### src/hw/rtl/pcd_pkg.sv
`default_nettype none

package pcd_pkg;

	// sizing of the node table and of the code walk
	localparam int NODE_COUNT    = 512;
	localparam int MAX_CODE_LEN  = 32;
	localparam int BITS_PER_BYTE = 8;

	// fixed field widths
	localparam int SYM_W       = 8;
	localparam int CODE_LEN_W  = 6;
	localparam int CODE_BITS_W = 32;

	// derived widths
	localparam int NODE_W = $clog2(NODE_COUNT);
	localparam int FREE_W = $clog2(NODE_COUNT + 1);
	localparam int LEN_W  = $clog2(MAX_CODE_LEN + 1);
	localparam int BCNT_W = $clog2(BITS_PER_BYTE + 1);

	// command codes
	localparam logic CMD_INSERT = 1'b0;
	localparam logic CMD_DECODE = 1'b1;

	// status codes
	localparam logic STATUS_OK   = 1'b0;
	localparam logic STATUS_FULL = 1'b1;

	// one entry of the node table, a child index of zero means no child
	typedef struct packed {
		logic [NODE_W-1:0] left;
		logic [NODE_W-1:0] right;
		logic [SYM_W-1:0]  sym;
	} node_t;

	localparam int NODE_DATA_W = $bits(node_t);

	// access to the node memory
	typedef struct packed {
		logic              we;
		logic [NODE_W-1:0] waddr;
		node_t             wdata;
		logic              re;
		logic [NODE_W-1:0] raddr;
	} ram_req_t;

	// request from the sequencer to the result stage
	typedef struct packed {
		logic             emit;
		logic             flush;
		logic             full;
		logic [SYM_W-1:0] sym;
	} res_req_t;

	typedef enum logic [2:0] {
		ST_IDLE,
		ST_INS_EV,
		ST_INS_CLR,
		ST_INS_FULL,
		ST_DEC_EV,
		ST_DEC_FIN
	} state_t;

endpackage

`default_nettype wire

### src/hw/rtl/pcd_out_if.sv
`default_nettype none

interface pcd_out_if
	import pcd_pkg::*;
();
	logic             valid;
	logic             ready;
	logic [SYM_W-1:0] symbol;
	logic             status;
	logic             last;

	modport source (
		output valid, symbol, status, last,
		input  ready
	);

	modport sink (
		input  valid, symbol, status, last,
		output ready
	);
endinterface

`default_nettype wire

### src/hw/rtl/pcd_out.sv
`default_nettype none

module pcd_out
	import pcd_pkg::*;
(
	input  wire logic     clk,
	input  wire logic     arst_n,
	input  wire res_req_t res_req,
	output logic          res_ready,
	pcd_out_if.source     results
);

	logic             out_valid_q;
	logic [SYM_W-1:0] out_sym_q;
	logic             out_status_q;
	logic             out_last_q;
	logic             pend_valid_q;
	logic [SYM_W-1:0] pend_sym_q;

	logic out_free;
	logic load_out;

	assign out_free = !out_valid_q || results.ready;

	// a symbol is held back in a pending register so that the final one can carry last
	always_comb begin
		priority if (res_req.full) begin
			res_ready = out_free;
		end else if (res_req.emit || res_req.flush) begin
			res_ready = !pend_valid_q || out_free;
		end else begin
			res_ready = 1'b0;
		end
	end

	assign load_out = out_free &&
		(res_req.full || ((res_req.emit || res_req.flush) && pend_valid_q));

	// output register and pending symbol
	always_ff @(posedge clk or negedge arst_n) begin
		if (!arst_n) begin
			out_valid_q  <= 1'b0;
			pend_valid_q <= 1'b0;
		end else begin
			if (load_out) begin
				out_valid_q <= 1'b1;
			end else if (results.ready) begin
				out_valid_q <= 1'b0;
			end
			if (res_req.emit && res_ready) begin
				pend_valid_q <= 1'b1;
			end else if (res_req.flush && res_ready) begin
				pend_valid_q <= 1'b0;
			end
		end
	end

	always_ff @(posedge clk) begin
		if (load_out) begin
			out_sym_q    <= res_req.full ? '0 : pend_sym_q;
			out_status_q <= res_req.full ? STATUS_FULL : STATUS_OK;
			out_last_q   <= res_req.full || res_req.flush;
		end
		if (res_req.emit && res_ready) begin
			pend_sym_q <= res_req.sym;
		end
	end

	assign results.valid  = out_valid_q;
	assign results.symbol = out_sym_q;
	assign results.status = out_status_q;
	assign results.last   = out_last_q;

endmodule

`default_nettype wire

### src/flat_wrapper.sv
// flat-port wrapper written by rule: the top's interface ports become plain ports
module pcd_out_flat import pcd_pkg::*;
  (clk, arst_n, res_req, res_ready, results_valid, results_symbol, results_status, results_last, results_ready);
  pcd_out_if results_i ();
  input  wire logic clk;
  input  wire logic arst_n;
  input  wire res_req_t res_req;
  output logic res_ready;
  output wire logic [$bits(results_i.valid)-1:0] results_valid;
  output wire logic [$bits(results_i.symbol)-1:0] results_symbol;
  output wire logic [$bits(results_i.status)-1:0] results_status;
  output wire logic [$bits(results_i.last)-1:0] results_last;
  input wire logic [$bits(results_i.ready)-1:0] results_ready;
  assign results_valid = results_i.valid;
  assign results_symbol = results_i.symbol;
  assign results_status = results_i.status;
  assign results_last = results_i.last;
  assign results_i.ready = results_ready;
  pcd_out u_core (.clk(clk), .arst_n(arst_n), .res_req(res_req), .res_ready(res_ready), .results(results_i));
endmodule
### config.mk
export PLATFORM = sky130hd
export DESIGN_NAME = pcd_out_flat
export DESIGN_NICKNAME = d
export VERILOG_FILES = /design/src/hw/rtl/pcd_pkg.sv /design/src/hw/rtl/pcd_out_if.sv /design/src/hw/rtl/pcd_out.sv /design/src/flat_wrapper.sv
export SDC_FILE = /design/constraint.sdc
export NUM_CORES = 1
export LEC_CHECK = 0
export BUFFER_PORTS_ARGS = -buffer_cell sky130_fd_sc_hd__buf_2
export CAP_MARGIN = 20
export CORE_MARGIN = 2
export CORE_UTILIZATION = 45
export DETAILED_ROUTE_END_ITERATION = 7
export PLACE_DENSITY_LB_ADDON = 0.15
export SETUP_SLACK_MARGIN = 0.4
export SYNTH_ARGS = -nofsm -noshare
export SYNTH_HDL_FRONTEND = slang
export SYNTH_SLANG_ARGS = --single-unit
export TNS_END_PERCENT = 1
### constraint.sdc
create_clock -name clk -period 2.25 [get_ports clk]
set_input_delay 0.225 -clock clk [delete_from_list [all_inputs] [get_ports clk]]
set_output_delay 0.225 -clock clk [all_outputs]
set_load 0.1 [all_outputs]
# After elaboration in Yosys (flattened, before gate mapping)
# Cells that the tools add are included.
totals:
  romBits: 0
  ram_bits: 0
  ff_bits: 20
  n_memories: 0
  wordCells: 26
  output_inout_bits: 12
  in_bits: 14
  latchBits: 0
classes:
  order_cmp: 0
  n_eq_ne: 0
  n_div: 0
  n_reduce_logical: 13
  multipliers: 0
  add_sub_neg: 0
  bitwise_logic: 0
  shifts: 0
  mux: 7
op_table:
  columns: ["op", "count"]
  rows:
  - ["2-to-1 mux 1 bit", 7]
  - ["logical OR 1 bit", 5]
  - ["logical AND 1 bit", 4]
  - ["nonzero test 2 bit", 2]
  - ["zero test 1 bit", 2]

# Longest topological paths before layout
depth:
  word_depth: 8
  depth_mapped: 3
  depth_no_buf: 2

# Least setup slack after synthesis
# OpenSTA, ideal clock, no wires.
synth_path:
  kind: "register -> register"
  start: "register u_core.out_valid_q, in the netlist u_core.results.valid"
  end: "register u_core.out_last_q, in the netlist u_core.results.last (enable)"
  path_stages_with_launch: 3
  required_ns: 1.858
  t_arrival_ns: 1.826
  synth_period_minus_slack_ns: 2.219
  n_path_buf: 0
  setup_ns: 0.392
  slack_ns: 0.031
  cell_sequence: "dfrtp_1 -> nand2b_4 -> a21boi_0"
synth_between:
  elab_chain_cells: 3
synth_lines:
  columns: ["item", "line_no", "source"]
  rows:
  - ["start, declared", "pcd_out.sv:13", "logic out_valid_q;"]
  - ["start signal, assigned", "pcd_out.sv:42", "out_valid_q <= 1'b0;"]
  - ["start signal, assigned", "pcd_out.sv:46", "out_valid_q <= 1'b1;"]
  - ["start signal, assigned", "pcd_out.sv:48", "out_valid_q <= 1'b0;"]
  - ["zero test 1 bit", "pcd_out.sv:23", "assign out_free = !out_valid_q || results.ready;"]
  - ["logical OR 1 bit", "pcd_out.sv:23", null]
  - ["logical AND 1 bit", "pcd_out.sv:36", "assign load_out = out_free &&"]
  - ["net u_core.load_out", "pcd_out.sv:21", "logic load_out;"]
  - ["end signal, assigned", "pcd_out.sv:62", "out_last_q <= res_req.full || res_req.flush;"]
  - ["end, declared", "pcd_out.sv:16", "logic out_last_q;"]
# The timed path passes the listed nets, and every way through them passes these cells.
# A chain may end at the register's enable or synchronous reset.

# Final worst setup path
layout_path:
  start: "register u_core.pend_valid_q"
  end: "output port res_ready"
layout_between:
  elab_chain_cells: 4
layout_lines:
  columns: ["item", "line_no", "source"]
  rows:
  - ["start, declared", "pcd_out.sv:17", "logic pend_valid_q;"]
  - ["start signal, assigned", "pcd_out.sv:43", "pend_valid_q <= 1'b0;"]
  - ["start signal, assigned", "pcd_out.sv:51", "pend_valid_q <= 1'b1;"]
  - ["start signal, assigned", "pcd_out.sv:53", "pend_valid_q <= 1'b0;"]
  - ["zero test 1 bit", "pcd_out.sv:30", "res_ready = !pend_valid_q || out_free;"]
  - ["logical OR 1 bit", "pcd_out.sv:30", null]
  - ["2-to-1 mux 1 bit", "pcd_out.sv:29", "end else if (res_req.emit || res_req.flush) begin"]
  - ["2-to-1 mux 1 bit", "pcd_out.sv:27", "priority if (res_req.full) begin"]
  - ["end, declared", "flat_wrapper.sv:8", "output logic res_ready;"]
# Every way passes these cells.

==> impl_metrics.toml <==
[sta]
grt_setup_unrepaired = "false"
setup_slack_ns = 0.6242
relSlewSlack_pct = 67.93
finalSetupViolCount = 0
fmaxAchievable_ghz = 0.6151
fin_tns_setup_ns = 0
drv_slew = 0
tightest_slew_ns = 0.4843
period_minus_slack_ns = 1.626
clock_skew_ns = 0.009327
hold-worst-slack_ns = 0.09725
fin_crit_sh_pct = 72.26
hold_viol = 0

[layout]
drive_gt1_share_pct = 44.44
fillers = 127
diodes = 0
syn_to_final_growth_pct = 24.79
stdcell_count = 88
nNetsFinal = 87

[logic_synthesis]
synth_cells = 42
synth_edf_count = 18
syn_nets = 56
syn_avg_cell_area_um2 = 17.78
synth_most_common_cell = "edfxtp_1"
ys_types = 16
synth_flop_cell = "edfxtp_1"
yosysWarnings = 0
synth_top_area_share_pct = 72.36
yosys.area.top_type = "edfxtp_1"
synth_area_um2 = 747.0
synth_seq_cells = 20
synth_area_leaders = "edfxtp_1 72%, dfrtp_1 6.7%, and2b_1 4.0%"
yosysSeqAreaShare_pct = 79.06
async_reset_ff_share_pct = 10.00
synth_common_cells = "18 x edfxtp_1, 4 x and2b_1, 4 x nor2b_1"

[critical_path]
crit_arrival_ns = 1.40
worstSetupEndpointType = "output port"
path_cells = "nor2_1 -> o22a_2 -> buf_2"
slowest_stage = "dfrtp_1"
max_stage_delay_ns = 0.42
crit_path_start_kind = "flop"
critical_path_class = "reg -> out"
cp_num_buf_inv = 1
critPathTopFamily = "flip-flops"
cp_data_required_time_ns = 2.03
cp_max_fo = 4
regToRegSetupSlack_ns = 1.04

[clock_tree]
cts_setup_buffers = 0
cts_num_sinks = 20
path_clk_slew_ns = 0.11
cts_resized = 0
clock_latency_ns = 0.29
cts_max_level = 1
cts_tree = "yes"
root_buffer = "clkbuf_4"
clockBufferDepth = 2
cts_buffers = 3
cts_hold_buf = 1

[power_and_ir_drop]
leakagePower_uw = 0.0003929
powerDensity_nw_per_um2 = 898.9
ir_drop_mv = 0.4513
power_uw = 837.9

[min_path]
worstHoldPathType = "in -> reg"

[grt]
grt_pass1_vias = 415
grt_pass1_wl_um = 1745
grt_overflow = 0
antenna_found_initial = 0
grt_start_max_net_pins = 14
grt_use_total_pct = 12.84

[die]
rows = 14
core_um2 = 1524
die_area_um2 = 2002
die_x_um = 44.74
initial_core_util_pct = 49.01
top_level_ports = 26
die_y_um = 44.74

[routing]
drc = 0
vias = 427
wl_um = 979
ant_nets = 0
drt-initial-drc-count = 3
drt_first_pass_iters = 2
wl_per_cell_um = 11.13
viasPerCell = 4.852

[placed_design]
preCtsSetupSlack_ns = 0.8971
io_buffer_count = 25
post-dp-hpwl_um = 749.9
gp_congestion = 0.7902
dp.cells = 83

[outcome]
status = "finished clean"

[job]
drv_cap = 0
==> placed cells by master (no fill, tap or decap) <==
cell,n
a311oi_2,1
buf_4,1
nand2b_4,1
nor2_1,2
edfxtp_1,18
nor2b_1,4
and4bb_1,1
clkbuf_1,1
o22a_2,1
dfrtp_1,2
dlygate4sd3_1,1
o21a_1,1
clkbuf_4,3
or2_1,1
buf_2,25
and2b_1,4
inv_1,2
nand3_1,1
a21boi_1,1
o21ai_0,1
==> where the power goes <==
group          internal [µW]  switching [µW]  total, µW
clock                   68.9            99.4        168
combinational           40.8             179        219
sequential               441            9.09        450
==> layout make-up <==
class	count	area, µm²	area share (%)
clock buffer	4	26.28	2.819
multi-input combinational	19	145.1	15.57
inverter	2	7.507	0.8054
timing repair buffer	27	142.6	15.30
tap	16	20.02	2.148
sequential	20	590.6	63.36
==> kinds of logic after synthesis <==
kind of cell	Yosys count	share of synthesized area [%]
AO/OA/AOI/OAI	5	5.862
buffers and inverters	3	1.675
flip-flops	20	79.06
AND/OR/NAND/NOR	14	13.40
==> layer usage <==
| metal | vias to the layer above | wire (µm) | GRT usage, % |
|---|---|---|---|
| met5 | - | 0 | 0 |
| met4 | 0 | 10 | 11.52 |
| met3 | 2 | 87 | 3.200 |
| met2 | 21 | 425 | 18.55 |
| met1 | 189 | 455 | 15.89 |
| li1 | 215 | - | - |
==> flip-flops by register name, indices dropped and copies added, names as in the netlist <==
register,flops
u_core.results.last,1
u_core.results.symbol,8
u_core.results.valid,1
u_core.pend_sym_q,8
u_core.results.status,1
u_core.pend_valid_q,1
==> metrics by stage <==
step           cell area, µm²  utilization (%)
2_1_floorplan           748.2                -
3_3_place_gp            895.9            58.78
3_5_place_dp            895.9            58.78
4_1_cts                 932.1            61.17
5_1_grt                 932.1            61.17
6_report                932.1            61.17
==> final timing paths <==
kind / startpoint / endpoint / cells after the start
worst min-delay path: res_req[4] / u_core.pend_sym_q[4] / 1
worst min register to register: u_core.pend_sym_q[3] / u_core.results.symbol[3] / 1
worst max-delay path: u_core.pend_valid_q / res_ready / 3
worst max register to register: u_core.pend_valid_q / u_core.pend_sym_q[6] / 2
min in group asynchronous: arst_n / u_core.pend_valid_q / 2
max in group asynchronous: arst_n / u_core.results.valid / 2
Power figures use the tool's default switching activity.
