$ cat src/hw/rtl/pcd_ram.sv
`default_nettype none

module pcd_ram #(
	parameter int WIDTH = 8,
	parameter int DEPTH = 16,
	localparam int ADDR_W = $clog2(DEPTH)
) (
	input  wire logic              clk,
	input  wire logic              we,
	input  wire logic [ADDR_W-1:0] waddr,
	input  wire logic [WIDTH-1:0]  wdata,
	input  wire logic              re,
	input  wire logic [ADDR_W-1:0] raddr,
	output logic      [WIDTH-1:0]  rdata
);

	logic [WIDTH-1:0] mem [DEPTH];

	// single write port
	always_ff @(posedge clk) begin
		if (we) begin
			mem[waddr] <= wdata;
		end
	end

	// registered read, data holds while no read is issued
	always_ff @(posedge clk) begin
		if (re) begin
			rdata <= mem[raddr];
		end
	end

endmodule

`default_nettype wire

$ cat config.mk
export PLATFORM = sky130hd
export DESIGN_NAME = pcd_ram
export DESIGN_NICKNAME = d
export VERILOG_FILES = /design/src/hw/rtl/pcd_ram.sv
export SDC_FILE = /design/constraint.sdc
export NUM_CORES = 1
export LEC_CHECK = 0
export BUFFER_PORTS_ARGS = -buffer_cell sky130_fd_sc_hd__buf_2
export CAP_MARGIN = 20
export CORE_MARGIN = 1.5
export CORE_UTILIZATION = 35
export DETAILED_ROUTE_END_ITERATION = 16
export HOLD_SLACK_MARGIN = 0.08
export SYNTH_ARGS = -nofsm -noshare
export SYNTH_HDL_FRONTEND = slang
export SYNTH_SLANG_ARGS = --single-unit
$ cat constraint.sdc
create_clock -name clk -period 2.24 [get_ports clk]
set_clock_uncertainty 0.1 [all_clocks]
set_input_delay 0 -clock clk [delete_from_list [all_inputs] [get_ports clk]]
set_output_delay 0 -clock clk [all_outputs]
set_load 0.02 [all_outputs]
Word level (Yosys, flattened, before mapping)
Memories as Yosys holds them, arrays and structs flattened. A register that Yosys moved wholly into a read port is not among the register bits.
Cells that the tools add are included.
{"block": "word_totals", "output_inout_bits": 8, "wordCells": 3, "mem_count": 1, "in_bits": 19, "ff_bits": 0, "ramBits": 128}
{"block": "op_classes", "mux": 2}
{"memory": "mem", "depth": 16, "word_bits": 8, "read_ports": 1, "rd_clocked_by_memory_dff": 1, "wr": 1, "line": "17", "text": "logic [WIDTH-1:0] mem [DEPTH];"}
{"cell": "2-to-1 mux 1 bit", "count": 2}

Depth between registers and ports, before layout
Gate-level depths: netlist (run 1).
{"block": "depth", "depth_word": 2, "mapped_depth": 5, "depth_no_buf": 3}

Worst setup path after synthesis (run 1)
No wires, ideal clock.
{"block": "synth_timing", "path_type": "input to register", "from": "in waddr[2]", "to": "mem mem[0][0], enable pin", "arrival_ns": 1.110, "setup_time_ns": 0.383, "n_path_buf": 0, "cell_stages": 2, "required_ns": 1.757, "setup_slack_ns": 0.647, "cell_sequence": "or3b_2 nor3_1"}
{"item": "start, declared", "line": "10", "text": "input wire logic [ADDR_W-1:0] waddr,"}
{"item": "end, declared", "line": "17"}
No word-level cell before the write port.

==> impl_metrics.csv, run 1 <==
group,metric,value,unit
floorplanning,die_w,125.2,um
sta,period_needed,1645,ps
floorplanning,start_util,35.97,%
grt,grtUsageTotal,14.68,%
setup_path,crit_family,"multiplexers",
yosys,synthesis.nets,248,
sta,rsz0062_at_grt,"no",
yosys,synth_area,5228,um^2
yosys,avgSynthCellArea,22.83,um^2
final_layout,antennaDiodeCount,0,
yosys,synth_seq_cells,136,
floorplanning,coreArea,14530,um^2
floorplanning,dieArea,15680,um^2
sta,fin_crit_sh,73.46,%
drt,first_pass_iters,4,
placement,place.gp.congestion,0.7128,
floorplanning,die_h,125.2,um
grt,gr-total-overflow,0,
drt,wl_per_cell,21.36,um
grt,grt_pass1_vias,2650,
sta,slew_violations,0,
sta,timing.setup.tns,0,ps
placement,dp_cells,449,
power_and_ir_drop,power.density,903.9,nW/um^2
setup_path,crit_fanout,1,
sta,finalSetupViolations,0,
cts,cts_tree,"built",
drt,via_per_inst,5.128,
final_layout,fin_cells,492,
power_and_ir_drop,leakage,2.141,nW
setup_path,critPathKind,"reg -> reg",
job,cap_violations,0,
power_and_ir_drop,clockPowerShare,44.5,%
power_and_ir_drop,internal-power,0.004591,W
cts,cts_setup_buffers,0,
cts,htree_levels,4,
yosys,ys_seq_area_share,78.12,%
final_layout,area_growth_syn_to_layout,21.01,%
setup_path,crit_required,2300,ps
drt,drtIter0Drc,180,
power_and_ir_drop,peakVddDrop,0.0004773,V
power_and_ir_drop,total_power,0.005718,W
sta,fmax,0.6077,GHz
grt,grt_pass1_wl,16280,um
placement,dp_hpwl,6743,um
cts,cts.path.max_buffers,2,
final_layout,regArea,4084,um^2
setup_path,reg2reg_to,"rdata[0]",
yosys,netlist_instances,229,
setup_path,worstPathArrival,1700,ps
final_layout,multi_input_comb_area,1057,um^2
sta,tightest_slew,757.8,ps
drt,vias,2523,
setup_path,endpoint_kind,"flip-flop",
power_and_ir_drop,combPwrFrac,5.1,%
setup_path,path_cells,"mux4_1 -> a22oi_1 -> nand2_1",
setup_path,crit_cells,3,
floorplanning,io_pins,27,
sta,max-slew-margin-rel,49.37,%
setup_path,endpoint,"rdata[0]",
yosys,yosysUniqueCellTypes,18,
final_layout,final_common_cell,"edfxtp_1",
grt,antenna_found_initial,0,
yosys,ys.warnings.count,0,
cts,clkTransAtPathRegs,60,ps
sta,finalHoldViolCount,0,
setup_path,cpPeakStageDelay,520,ps
final_layout,drive_gt1_share,29.55,%
setup_path,rr_startpoint,"mem[1][0]",
setup_path,path_buf_inv,0,
status,status,"completed",
setup_path,worstSetupStartpointType,"flip-flop",
grt,grt_max_degree,33,
drt,drc,0,
cts,cts_root_buf,"clkbuf_16",
final_layout,num-fill-cells,1265,
setup_path,reg2regPathDepth,3,
setup_path,r2r_slack,590,ps
power_and_ir_drop,swShare,19.71,%
setup_path,startpoint,"mem[1][0]",
drt,wirelength,10510,um
setup_path,crit_slowest_cell,"mux4_1",
placement,io_buffers,26,
cts,clock_sinks,136,
cts,clkLatencyLatePin,410,ps
power_and_ir_drop,p_sw,0.001127,W
cts,numCtsBuffers,17,
drt,ant_nets,0,
final_layout,utilization,43.53,%
final_layout,layout_common_cells,"edfxtp_1, buf_2, buf_4",
final_layout,nets,315,
hold_path,hp-class,"in -> reg",
floorplanning,rows,44,
power_and_ir_drop,power_frac_seq,50.5,%
[metrics by stage]
step           hold WS, ps  setup WS, ps  instance area (um^2)
6_report             129.4         594.6                  6326
5_1_grt              171.6         572.3                  6326
4_1_cts              121.5         591.8                  6326
3_5_place_dp         283.1         460.9                  5664
3_3_place_gp         283.3         467.3                  5664
2_1_floorplan       -1.131         647.1                  5228
[power by group through the flow]
stage	Combinational, W	Clock, W	Sequential [W]
floorplan	0.000145	0	0.00295
global placement	0.000273	0	0.00294
detailed placement	0.000279	0	0.00294
CTS	0.000294	0.00259	0.00289
global route	0.000315	0.00271	0.00289
finish	0.000289	0.00254	0.00289
[per-layer routing]
layer / share of wire (%) / track usage (%) / wire, um
met5: 0 / 0 / 0
met1: 46 / 20.43 / 4856
met3: 4.6 / 4.407 / 483
met4: 1.4 / 5.414 / 145
met2: 48 / 21.99 / 5021
[Yosys cell counts]
library cell	number	area (um^2)
nor2_1	13	48.80
and2b_1	1	7.510
nor3_1	4	20.02
and2_1	1	6.260
nand2b_1	2	12.51
buf_4	1	7.510
nor2b_1	1	6.260
mux4_2	18	405.4
nand3b_1	2	15.01
buf_2	3	15.01
mux4_1	14	367.9
buf_6	3	33.78
a22oi_1	16	120.1
edfxtp_1	136	4084
nand2_1	9	33.78
clkdlybuf4s25_2	3	30.03
or3b_2	1	8.760
nand3_1	1	5.000
[sequential cells by signal, indices dropped and copies added, names as in the netlist]
register and flops:
mem 128, rdata 8
[how the worst min path moves through the flow]
stage,slack (ps),end,from,depth (start not counted)
2_1_floorplan,-1,mem[0][0],wdata[0],0
3_3_place_gp,280,mem[15][1],wdata[1],1
3_5_place_dp,280,rdata[2],re,1
4_1_cts,120,rdata[3],raddr[3],5
5_1_grt,170,rdata[2],raddr[3],5
6_report,130,rdata[2],raddr[3],5
[worst register-to-register path, delay by kind of cell (launching register included)]
| family | cells | cell delay [ps] |
|---|---|---|
| multiplexers | 1 | 520 |
| AO/OA/AOI/OAI | 1 | 320 |
| AND/OR/NAND/NOR | 1 | 90 |
| flip-flops | 1 | 360 |
[cells by family (layout without fill, tap and decap cells)]
group                  count (synthesis)  in the layout  synth area share [%]
AOI/OAI and AO/OA                     16             16                 2.298
buffers and inverters                 10             89                 1.651
DFF                                  136            136                 78.12
muxes                                 32             32                 14.79
and+or+nand+nor                       35             35                 3.136
[cell type report]
| class | instances | share of cell area [%] |
|---|---|---|
| well taps | 184 | 3.639 |
| repair buffers | 58 | 6.527 |
| clock buffers | 18 | 6.784 |
| multi-input cells | 83 | 16.71 |
| clock inverters | 13 | 1.780 |
| flip-flops and latches | 136 | 64.56 |
[what timing repair did]
item                      4_1_cts  5_1_grt
hold endpoints to repair      168        0
gates resized for setup         0        0
hold buffers                   12        0
No activity file was read; power rests on OpenSTA's default activity.
==> run 2: changes to the inputs <==
Clock period 2.24 ns to 1.7 ns, I/O delays scaled along.
==> impl_metrics.csv, run 2 (synthesis gave the netlist of run 1 again) <==
group,metric,value,unit
placement,placed_area,5704,um^2
setup_path,cpPeakStageDelay,560,ps
cts,clkLatencyLatePin,410,ps
final_layout,layout_common_cells,"edfxtp_1, buf_2, buf_4",
grt,gr-total-overflow,0,
sta,max-slew-margin-rel,72.69,%
sta,finalHoldViolCount,0,
setup_path,endpoint_kind,"flip-flop",
final_layout,num-fill-cells,1272,
cts,cts_setup_buffers,0,
setup_path,r2r_slack,120,ps
hold_path,hold_path_depth,4,
sta,finalSetupViolations,0,
final_layout,nets,317,
grt,grtUsageTotal,14.28,%
floorplanning,die_h,125.2,um
job,cap_violations,0,
setup_path,path_cells,"dlygate4sd3_1 -> buf_2 -> nor3_1 -> dlygate4sd3_1 -> buf_4",
sta,tightest_slew,409.6,ps
placement,io_buffers,26,
setup_path,crit_fanout,8,
grt,grt_pass1_wl,15750,um
placement,dp_cells,451,
hold_path,worstHoldStart,"waddr[2]",
floorplanning,rows,44,
setup_path,crit_path_frequent_cell,"dlygate4sd3_1",
final_layout,drive_gt1_share,28.25,%
floorplanning,start_util,35.97,%
sta,timing.setup.tns,0,ps
final_layout,antennaDiodeCount,0,
final_layout,final_cell_area,6324,um^2
sta,period_needed,1601,ps
setup_path,rr_startpoint,"mem[3][0]",
floorplanning,dieArea,15680,um^2
grt,grt_max_degree,33,
setup_path,crit_family,"buffers and inverters",
status,status,"completed",
final_layout,fin_cells,492,
setup_path,reg2regPathDepth,3,
final_layout,biggestRegsByFlops,"mem x128, rdata x8",
floorplanning,die_w,125.2,um
drt,ant_nets,0,
cts,clock_sinks,136,
final_layout,largest_reg_flops,128,
sta,slew_violations,0,
cts,clkTransAtPathRegs,50,ps
cts,numCtsBuffers,17,
sta,rsz0062_at_grt,"no",
grt,grt_pass1_vias,2602,
cts,cts_root_buf,"clkbuf_16",
setup_path,worstPathArrival,1610,ps
final_layout,top_register,"mem",
setup_path,critPathKind,"in -> reg",
placement,dp_hpwl,6519,um
sta,fin_crit_sh,94.18,%
placement,place.gp.congestion,0.6945,
setup_path,worstSetupStartpointType,"input pin",
setup_path,crit_required,1700,ps
setup_path,path_buf_inv,4,
floorplanning,io_pins,27,
power_and_ir_drop,power.density,1162,nW/um^2
drt,wl_per_cell,21.03,um
drt,drtIter0Drc,170,
setup_path,crit_slowest_cell,"dlygate4sd3_1",
drt,wirelength,10350,um
drt,first_pass_iters,4,
cts,cts.path.max_buffers,2,
hold_path,hp-class,"in -> reg",
cts,ctsResizeCount,0,
final_layout,area_growth_syn_to_layout,20.97,%
drt,vias,2507,
grt,antenna_found_initial,0,
setup_path,reg2reg_to,"rdata[0]",
sta,fmax,0.6246,GHz
cts,htree_levels,4,
power_and_ir_drop,peakVddDrop,0.0007103,V
floorplanning,coreArea,14530,um^2
drt,drc,0,
setup_path,startpoint,"waddr[1]",
final_layout,final_common_cell,"edfxtp_1",
power_and_ir_drop,leakage,2.136,nW
drt,via_per_inst,5.096,
hold_path,holdPathEnd,"mem[15][0]",
cts,cts_tree,"built",
[run 2: changes by cell type in the layout (fill, tap and decap cells not counted), sizes merged]
cell and change:
bufinv -1, clkbuf +3, clkinv -3, buf +2, clkinvlp -1
[run 2: per-layer routing]
layer / routed length [um] / vias up / global-route usage, % / share of wire, %
met5: 0 / - / 0 / 0
met4: 128 / 0 / 5.615 / 1.2
met3: 805 / 8 / 4.450 / 7.8
met2: 4853 / 97 / 20.64 / 47
met1: 4559 / 1280 / 20.28 / 44
li1: - / 1122 / - / -
[run 2: where the power goes]
part           leakage, nW  switching, W  internal (W)
Combinational        0.655      0.000220      0.000173
Clock                0.244       0.00121       0.00195
Sequential            1.24     0.0000214       0.00378
[run 2: repair_timing]
item / in CTS / in global routing
endpoints found under the hold margin: 168 / 0
setup endpoints to repair: 0 / 0
hold buffers: 12 / 0
[run 2: worst reg2reg max path: stages, from the launching register on]
cell	delay (ps)
edfxtp_1	370
mux4_1	490
a22oi_1	290
nand2_1	90
[run 2: how the worst max path moves through the flow]
stage	endpoint	slack, ps	cells after the start
after detailed placement	rdata[3]	90	5
after floorplan	mem[0][0]	110	2
after global routing	rdata[0]	40	3
final	mem[0][4]	100	5
after CTS	mem[0][4]	100	5
after global placement	rdata[0]	80	5
[run 2: through the flow]
step	hold slack [ps]	util (%)	total power (W)	setup WS, ps
floorplan	-1.131	-	0.004074	107.1
global placement	276.6	39.25	0.004238	84.73
detailed placement	277.4	39.25	0.004251	85.10
CTS	124.5	43.51	0.007434	102.8
global route	153.5	43.51	0.007594	36.53
finish	141.5	43.51	0.007350	98.97
[run 2: final cells by class]
type                    count  area [um^2]  share of cell area [%]
clock buffers              21        440.4                   6.965
clock inverters             8        58.81                  0.9300
multi-input cells          83         1057                   16.72
flip-flops and latches    136         4084                   64.58
well taps                 184        230.2                   3.641
repair buffers             60        452.9                   7.163
