**config.mk**
```make
export PLATFORM = sky130hd
export DESIGN_NAME = pcd_seq_flat
export DESIGN_NICKNAME = d
export VERILOG_FILES = /design/src/hw/rtl/pcd_pkg.sv /design/src/hw/rtl/pcd_in_if.sv /design/src/hw/rtl/pcd_seq.sv /design/src/flat_wrapper.sv
export SDC_FILE = /design/constraint.sdc
export NUM_CORES = 1
export LEC_CHECK = 0
export ABC_AREA = 1
export BUFFER_PORTS_ARGS = -buffer_cell sky130_fd_sc_hd__buf_2
export CAP_MARGIN = 20
export CORE_ASPECT_RATIO = 1.75
export CORE_MARGIN = 2
export CORE_UTILIZATION = 45
export DETAILED_ROUTE_END_ITERATION = 7
export PLACE_DENSITY = 0.78
export SLEW_MARGIN = 40
export SYNTH_ARGS = -nofsm -noshare
export SYNTH_HDL_FRONTEND = slang
export SYNTH_SLANG_ARGS = --single-unit
export TNS_END_PERCENT = 5
```
**constraint.sdc**
```tcl
create_clock -name clk -period 5.1 [get_ports clk]
set_input_delay 1.02 -clock clk [delete_from_list [all_inputs] [get_ports clk]]
set_output_delay 1.02 -clock clk [all_outputs]
set_load 0.005 [all_outputs]
```
**src/hw/rtl/pcd_pkg.sv**
```systemverilog
`default_nettype none

package pcd_pkg;

	// sizing of the node table and of the code walk
	localparam int NODE_COUNT    = 512;
	localparam int MAX_CODE_LEN  = 32;
	localparam int BITS_PER_BYTE = 8;

	// fixed field widths
	localparam int SYM_W       = 8;
	localparam int CODE_LEN_W  = 6;
	localparam int CODE_BITS_W = 32;

	// derived widths
	localparam int NODE_W = $clog2(NODE_COUNT);
	localparam int FREE_W = $clog2(NODE_COUNT + 1);
	localparam int LEN_W  = $clog2(MAX_CODE_LEN + 1);
	localparam int BCNT_W = $clog2(BITS_PER_BYTE + 1);

	// command codes
	localparam logic CMD_INSERT = 1'b0;
	localparam logic CMD_DECODE = 1'b1;

	// status codes
	localparam logic STATUS_OK   = 1'b0;
	localparam logic STATUS_FULL = 1'b1;

	// one entry of the node table, a child index of zero means no child
	typedef struct packed {
		logic [NODE_W-1:0] left;
		logic [NODE_W-1:0] right;
		logic [SYM_W-1:0]  sym;
	} node_t;

	localparam int NODE_DATA_W = $bits(node_t);

	// access to the node memory
	typedef struct packed {
		logic              we;
		logic [NODE_W-1:0] waddr;
		node_t             wdata;
		logic              re;
		logic [NODE_W-1:0] raddr;
	} ram_req_t;

	// request from the sequencer to the result stage
	typedef struct packed {
		logic             emit;
		logic             flush;
		logic             full;
		logic [SYM_W-1:0] sym;
	} res_req_t;

	typedef enum logic [2:0] {
		ST_IDLE,
		ST_INS_EV,
		ST_INS_CLR,
		ST_INS_FULL,
		ST_DEC_EV,
		ST_DEC_FIN
	} state_t;

endpackage

`default_nettype wire

```
**src/hw/rtl/pcd_in_if.sv**
```systemverilog
`default_nettype none

interface pcd_in_if
	import pcd_pkg::*;
();
	logic                   valid;
	logic                   ready;
	logic                   cmd;
	logic [SYM_W-1:0]       symbol_in;
	logic [CODE_LEN_W-1:0]  code_length;
	logic [CODE_BITS_W-1:0] code_bits;
	logic [7:0]             data_byte;

	modport source (
		output valid, cmd, symbol_in, code_length, code_bits, data_byte,
		input  ready
	);

	modport sink (
		input  valid, cmd, symbol_in, code_length, code_bits, data_byte,
		output ready
	);
endinterface

`default_nettype wire

```
**src/hw/rtl/pcd_seq.sv**
```systemverilog
`default_nettype none

module pcd_seq
	import pcd_pkg::*;
(
	input  wire logic                   clk,
	input  wire logic                   arst_n,
	pcd_in_if.sink                      items,
	output ram_req_t                    ram_req,
	input  wire logic [NODE_DATA_W-1:0] ram_rdata,
	output res_req_t                    res_req,
	input  wire logic                   res_ready
);

	state_t state_q, state_d;

	logic [NODE_W-1:0]      cur_q;
	logic [FREE_W-1:0]      free_q;
	logic                   root_valid_q;
	logic                   rd_root_q;
	logic                   arrived_q;
	logic                   fresh_q;
	logic [SYM_W-1:0]       sym_q;
	logic [CODE_BITS_W-1:0] code_q;
	logic [7:0]             byte_q;
	logic [LEN_W-1:0]       rem_q;
	logic [BCNT_W-1:0]      bcnt_q;
	logic [NODE_W-1:0]      ins_node_q;

	node_t             rd_node;
	node_t             node_d;
	node_t             ins_wdata;
	logic              leaf;
	logic [NODE_W-1:0] ins_slot;
	logic [NODE_W-1:0] dec_child;
	logic              table_full;
	logic              bits_done;
	logic              accept;

	// root reads as cleared until first written
	assign rd_node = (rd_root_q && !root_valid_q) ? '0 : node_t'(ram_rdata);

	// a freshly allocated node is known to be empty
	assign node_d = fresh_q ? '0 : rd_node;

	assign leaf       = (node_d.left == '0) && (node_d.right == '0);
	assign ins_slot   = code_q[0] ? node_d.right : node_d.left;
	assign dec_child  = byte_q[0] ? node_d.right : node_d.left;
	assign table_full = (free_q == FREE_W'(NODE_COUNT));
	assign bits_done  = (bcnt_q == BCNT_W'(BITS_PER_BYTE));
	assign accept     = items.valid && items.ready;

	// parent entry with the new child linked in
	always_comb begin
		ins_wdata = node_d;
		if (code_q[0]) begin
			ins_wdata.right = free_q[NODE_W-1:0];
		end else begin
			ins_wdata.left = free_q[NODE_W-1:0];
		end
	end

	// next state
	always_comb begin
		state_d = state_q;
		unique case (state_q)
			ST_IDLE: begin
				if (items.valid) begin
					state_d = (items.cmd == CMD_DECODE) ? ST_DEC_EV : ST_INS_EV;
				end
			end
			ST_INS_EV: begin
				priority if (rem_q == '0) begin
					state_d = ST_IDLE;
				end else if (ins_slot != '0) begin
					state_d = ST_INS_EV;
				end else if (table_full) begin
					state_d = ST_INS_FULL;
				end else begin
					state_d = ST_INS_CLR;
				end
			end
			ST_INS_CLR: begin
				state_d = ST_INS_EV;
			end
			ST_INS_FULL: begin
				if (res_ready) begin
					state_d = ST_IDLE;
				end
			end
			ST_DEC_EV: begin
				if (arrived_q && leaf) begin
					if (node_d.sym == '0) begin
						state_d = ST_DEC_FIN;
					end else if (res_ready && bits_done) begin
						state_d = ST_DEC_FIN;
					end
				end else if (bits_done || dec_child == '0) begin
					state_d = ST_DEC_FIN;
				end
			end
			ST_DEC_FIN: begin
				if (res_ready) begin
					state_d = ST_IDLE;
				end
			end
			default: state_d = ST_IDLE;
		endcase
	end

	// memory, result and handshake outputs
	always_comb begin
		ram_req     = '0;
		res_req     = '0;
		items.ready = 1'b0;
		unique case (state_q)
			ST_IDLE: begin
				items.ready   = 1'b1;
				ram_req.re    = items.valid;
				ram_req.raddr = (items.cmd == CMD_DECODE) ? cur_q : '0;
			end
			ST_INS_EV: begin
				priority if (rem_q == '0) begin
					ram_req.we        = 1'b1;
					ram_req.waddr     = ins_node_q;
					ram_req.wdata     = node_d;
					ram_req.wdata.sym = sym_q;
				end else if (ins_slot != '0) begin
					ram_req.re    = 1'b1;
					ram_req.raddr = ins_slot;
				end else if (!table_full) begin
					ram_req.we    = 1'b1;
					ram_req.waddr = ins_node_q;
					ram_req.wdata = ins_wdata;
				end else begin
					ram_req.we = 1'b0;
				end
			end
			ST_INS_CLR: begin
				ram_req.we    = 1'b1;
				ram_req.waddr = free_q[NODE_W-1:0];
				ram_req.wdata = '0;
			end
			ST_INS_FULL: begin
				res_req.full = 1'b1;
			end
			ST_DEC_EV: begin
				if (arrived_q && leaf) begin
					if (node_d.sym != '0) begin
						res_req.emit = 1'b1;
						res_req.sym  = node_d.sym;
						if (res_ready && !bits_done) begin
							ram_req.re    = 1'b1;
							ram_req.raddr = '0;
						end
					end
				end else if (!bits_done && dec_child != '0) begin
					ram_req.re    = 1'b1;
					ram_req.raddr = dec_child;
				end
			end
			ST_DEC_FIN: begin
				res_req.flush = 1'b1;
			end
			default: begin
				items.ready = 1'b0;
			end
		endcase
	end

	// state and walk registers
	always_ff @(posedge clk or negedge arst_n) begin
		if (!arst_n) begin
			state_q      <= ST_IDLE;
			cur_q        <= '0;
			free_q       <= FREE_W'(1);
			root_valid_q <= 1'b0;
			rd_root_q    <= 1'b0;
			arrived_q    <= 1'b0;
			fresh_q      <= 1'b0;
			rem_q        <= '0;
			bcnt_q       <= '0;
			ins_node_q   <= '0;
		end else begin
			state_q <= state_d;
			if (ram_req.re) begin
				rd_root_q <= (ram_req.raddr == '0);
			end
			if (ram_req.we && ram_req.waddr == '0) begin
				root_valid_q <= 1'b1;
			end
			unique case (state_q)
				ST_IDLE: begin
					if (accept) begin
						rem_q      <= (int'(items.code_length) > MAX_CODE_LEN) ?
							LEN_W'(MAX_CODE_LEN) : LEN_W'(items.code_length);
						bcnt_q     <= '0;
						ins_node_q <= '0;
						arrived_q  <= 1'b0;
						fresh_q    <= 1'b0;
					end
				end
				ST_INS_EV: begin
					if (rem_q != '0 && ins_slot != '0) begin
						ins_node_q <= ins_slot;
						rem_q      <= rem_q - LEN_W'(1);
						fresh_q    <= 1'b0;
					end
				end
				ST_INS_CLR: begin
					ins_node_q <= free_q[NODE_W-1:0];
					free_q     <= free_q + FREE_W'(1);
					rem_q      <= rem_q - LEN_W'(1);
					fresh_q    <= 1'b1;
				end
				ST_DEC_EV: begin
					if (arrived_q && leaf) begin
						if (node_d.sym != '0 && res_ready) begin
							cur_q     <= '0;
							arrived_q <= 1'b0;
						end
					end else if (!bits_done && dec_child != '0) begin
						cur_q     <= dec_child;
						bcnt_q    <= bcnt_q + BCNT_W'(1);
						arrived_q <= 1'b1;
					end
				end
				default: begin
					fresh_q <= fresh_q;
				end
			endcase
		end
	end

	// item payload, shifted as bits are consumed
	always_ff @(posedge clk) begin
		if (accept) begin
			sym_q  <= items.symbol_in;
			code_q <= items.code_bits;
			byte_q <= items.data_byte;
		end else begin
			if ((state_q == ST_INS_EV && rem_q != '0 && ins_slot != '0) ||
				state_q == ST_INS_CLR) begin
				code_q <= code_q >> 1;
			end
			if (state_q == ST_DEC_EV && !(arrived_q && leaf) && !bits_done &&
				dec_child != '0) begin
				byte_q <= byte_q >> 1;
			end
		end
	end

endmodule

`default_nettype wire

```
**src/flat_wrapper.sv**
```systemverilog
// flat-port wrapper written by rule: the top's interface ports become plain ports
module pcd_seq_flat import pcd_pkg::*;
  (clk, arst_n, ram_req, ram_rdata, res_req, res_ready, items_valid, items_cmd, items_symbol_in, items_code_length, items_code_bits, items_data_byte, items_ready);
  pcd_in_if items_i ();
  input  wire logic clk;
  input  wire logic arst_n;
  output ram_req_t ram_req;
  input  wire logic [NODE_DATA_W-1:0] ram_rdata;
  output res_req_t res_req;
  input  wire logic res_ready;
  input wire logic [$bits(items_i.valid)-1:0] items_valid;
  input wire logic [$bits(items_i.cmd)-1:0] items_cmd;
  input wire logic [$bits(items_i.symbol_in)-1:0] items_symbol_in;
  input wire logic [$bits(items_i.code_length)-1:0] items_code_length;
  input wire logic [$bits(items_i.code_bits)-1:0] items_code_bits;
  input wire logic [$bits(items_i.data_byte)-1:0] items_data_byte;
  output wire logic [$bits(items_i.ready)-1:0] items_ready;
  assign items_i.valid = items_valid;
  assign items_i.cmd = items_cmd;
  assign items_i.symbol_in = items_symbol_in;
  assign items_i.code_length = items_code_length;
  assign items_i.code_bits = items_code_bits;
  assign items_i.data_byte = items_data_byte;
  assign items_ready = items_i.ready;
  pcd_seq u_core (.clk(clk), .arst_n(arst_n), .items(items_i), .ram_req(ram_req), .ram_rdata(ram_rdata), .res_req(res_req), .res_ready(res_ready));
endmodule
```
---- Word level (Yosys, flattened, before mapping) ----
Cells that the tools add are included.
word-level totals
  register bits ........................... 93
  input port bits ......................... 85
cells by class
  $add $sub $neg .......................... 3
  order comparisons ....................... 1
  eq/ne operators ......................... 18
  mux-type cells .......................... 64
  reductions and logical operators ........ 43
operator list
  cell                   number
  $mux 9                 10
  $mux 36                2
  $pmux 36 s2            1
  $mux 32                2
  $mux 10                6
  $mux 26                2
  $logic_not 9->1        5
  $mux 8                 5
  $mux 35                1
  $pmux 10 s3            1
  $mux 3                 9
  $pmux 9 s3             1
  $mux 6                 3
  $pmux 6 s3             1
  $reduce_bool 9->1      2
  $logic_and 1x1->1      15
  $pmux 3 s5             1
  $mux 1                 13
  $mux 4                 3
  $reduce_and 4->1       3
  $add 10x1->10 const B  1
  $eq 10x10->1 const B   1
  $ne 2x1->1 const B     5
  $ne 3x2->1 const B     3
  other kinds (23)       33

---- Longest topological paths before layout ----
  depth in word-level cells ............... 13
  depth in mapped cells ................... 17
  depth with buffers taken out ............ 16

---- Worst setup path after synthesis ----
No wires, ideal clock.
  path type ............................... input to output
  start ................................... in ram_rdata[11]
  end ..................................... out ram_req[18] (netlist name)
  data arrival time ....................... 2.147 ns
  data required time ...................... 4.080 ns
  path slack .............................. 1.933 ns
  stages on the path ...................... 12
  cells stage by stage .................... inv_1 -> nor2_1 -> nand2_1 -> nand2_1 -> nand2_1 -> nand3_2 -> nor2_4 -> nand3_4 -> nand2_4 -> nand2_4 -> buf_2 -> a211oi_1
RTL lines
  item         line               source
  from (decl)  flat_wrapper.sv:8  input wire logic [NODE_DATA_W-1:0] ram_rdata;
  to (decl)    flat_wrapper.sv:7  output ram_req_t ram_req;

==> out/results.tsv <==
metric	value	unit
grt_overflow_total	0	
setup-violations-final	0	
dieWidth	89.4	um
wl_per_cell	15.6	um
status	complete, no violations	
synth_cell_types	45	
p_leak	3.54	nW
min_delay_path_depth	2	
hold_start	u_core.cur_q[3]	
vias_per_cell	5.22	
crit_type	input pin to output pin	
dr.pass1.iters	5	
seq_area_frac_synth	44.7	%
worstPathCellList	buf_2 > inv_1 > nor2_1 > nand2_2 > nand2_1 > nand2_1 > nand3_2 > nor2_4 > nand3_4 > nand2_4 > nand2_4 > a211oi_1 > buf_2	
synth-edff-count	48	
crit_required	4.08	ns
cts_resized	0	
r2r-start	u_core.code_q[0]	
synth-adder-area-share	1.31	%
insertion_delay	0.36	ns
grt_setup_unrepaired	no	
ys_seq_elements	93	
path_max_fanout	17	
rr_endpoint	u_core.rem_q[3]	
worst_pin_slew	0.740	ns
path_clk_slew	0.08	ns
drive_above_1_share	22.9	%
antenna_found_initial	0	
fin_crit	3.78	ns
final_common_cell	nand2_1	
min_to	u_core.cur_q[3]	
avgSynthCellArea	7.62	um^2
n_fill_cell	1241	
root_buffer	clkbuf_16	
finalCoreUtilization	54.8	%
ys_warn_count	0	
synth_top_family_by_area	simple AND/OR/NAND/NOR gates	
grt_usage	24.7	%
worst-r2r-setup-slack	2.29	ns
crit_path_top_delay_cell	a211oi_1	
synthMuxAreaShare	0.196	%
wl	16500	um
cts_num_sinks	93	
worstRegToRegCells	9	
synth_area	0.00575	mm^2
mostFrequentLayoutCells	256 x nand2_1, 142 x buf_2, 84 x nor2_1	
syn_inst	754	
synth_xor_area_share	1.22	%
fin_crit_sh	74.0	%
start_kind	input pin	
detail-route-antenna-nets	0	
crit_arrival	2.76	ns
final-max-slew-violation-count	0	
hold_viol	0	
drtIter0Drc	283	
place_congestion	0.965	
grt_max_degree	63	
synth-compound-area-share	11.1	%
end_kind	output pin	
seq_area	0.00257	mm^2
drc	0	
syn2layout_area_growth	19.3	%
power_density	549	mW/mm^2
cts_tree	yes	
die-area	0.0137	mm^2
multi_input_area	0.00271	mm^2
hold_class	flop to flop	
synth-simple-area-share	33.3	%
layout.nets	976	
slew_headroom	50.6	%
clock-skew-final	0.0119	ns
hpwl	12700	um
core	0.0125	mm^2
setup_tns	0	ns
instances_no_fill	1058	
ioPinCount	143	
synth_ff_type	edfxtp_1	
dp_cells	1042	
port-buffer-count	142	
grt_pass1_wl	26000	um
critical_path.max_stage_delay	0.32	ns
rows	54	
synth_nets	845	
async_flop_share	48.4	%
numCtsBuffers	9	
antenna_cells	0	
drv_cap	0	
h-tree-depth	3	
fmax	265	MHz
post-cts-setup-buffers	0	
grt_pass1_vias	5357	
cts_hold_buf	0	
initial_core_util	46.0	%
vias	5526	
vdd_ir_drop_max	319	uV
die_y	153	um
cts_buffer_depth	2	
## worst max-delay path, delay by kind of cell
family / cells / cell delay (ns)
compound gates: 1 / 0.32
buf+inv: 3 / 0.31
simple gates: 9 / 1.07
## report_power, final
part | internal (W) | leakage, nW | switching [W]
clock | 0.000350 | 0.150 | 0.000330
sequential | 0.00122 | 1.04 | 0.000157
combinational | 0.000534 | 2.35 | 0.00117
total | 0.00210 | 3.54 | 0.00166
## worst max-delay path by stage
stage / startpoint / end / slack, ns / depth (start not counted)
floorplan: ram_rdata[11] / ram_req[18] / 1.93 / 12
global placement: ram_rdata[12] / ram_req[28] / 1.39 / 11
CTS: ram_rdata[14] / ram_req[28] / 1.37 / 13
global route: ram_rdata[23] / ram_req[10] / 1.24 / 13
detailed placement: ram_rdata[14] / ram_req[28] / 1.37 / 13
finish: ram_rdata[14] / ram_req[28] / 1.32 / 13
## layout make-up
type | instances | area share (%)
inverters | 83 | 4.55
well taps | 168 | 3.07
clock inverters | 7 | 1.19
multi-input cells | 551 | 39.5
clock buffers | 9 | 3.29
repair buffers | 147 | 10.9
flip-flops and latches | 93 | 37.5
## cells in the mapped netlist, types with 2 or more instances
cell type,count,share of area [%]
nand2_2,5,0.54
a211oi_1,24,3.1
nand2_4,4,0.78
nor2_1,86,5.6
clkbuf_1,12,0.78
clkinv_1,2,0.13
nor3_2,2,0.35
nor2_4,4,0.78
nor3_1,4,0.35
a21oi_2,3,0.46
a31oi_1,9,0.98
nand4_1,10,1.1
o21ai_1,14,1.2
xor2_1,7,1.1
a21oi_1,8,0.70
dfrtp_1,44,19
nand3_4,2,0.61
nor2_2,2,0.22
o32ai_1,4,0.61
ha_1,6,1.3
nand3_2,9,1.6
edfxtp_1,48,25
inv_2,4,0.26
nand3_1,46,4.0
buf_2,9,0.78
inv_1,77,5.0
buf_6,5,0.98
o21ai_0,29,2.5
o22ai_1,4,0.44
nand2_1,256,17
## flip-flops by register name, summed over array words and instances, names as in the netlist
name	count
u_core.rd_root_q	1
u_core.sym_q	8
u_core.rem_q	6
u_core.free_q	10
u_core.state_q	3
u_core.cur_q	9
u_core.byte_q	8
u_core.code_q	32
u_core.arrived_q	1
u_core.fresh_q	1
u_core.ins_node_q	9
u_core.bcnt_q	4
u_core.root_valid_q	1
## metal layers
layer  part of all wire [%]  global-route usage (%)
met1                     37                    26.4
met2                     54                    44.0
met3                    4.5                    5.08
met4                    5.1                    12.6
met5                      0                       0
## cells by family (layout without fill, tap and decap cells)
logic type | Yosys count | after routing
compound gates | 101 | 101
xor+xnor | 8 | 8
fa+ha+maj | 6 | 6
buf+inv | 110 | 246
flops | 93 | 93
mux | 1 | 1
simple gates | 435 | 435
## stage by stage
step | worst slack (ns) | power [W] | area [um^2] | hold WS (ns)
5_1_grt | 1.24 | 0.00407 | 6850 | 0.508
4_1_cts | 1.37 | 0.00378 | 6850 | 0.491
3_5_place_dp | 1.37 | 0.00309 | 6550 | 0.474
6_report | 1.32 | 0.00376 | 6850 | 0.484
2_1_floorplan | 1.93 | 0.00260 | 5750 | 0.442
3_3_place_gp | 1.39 | 0.00306 | 6550 | 0.454
No activity file was read; power rests on OpenSTA's default activity.
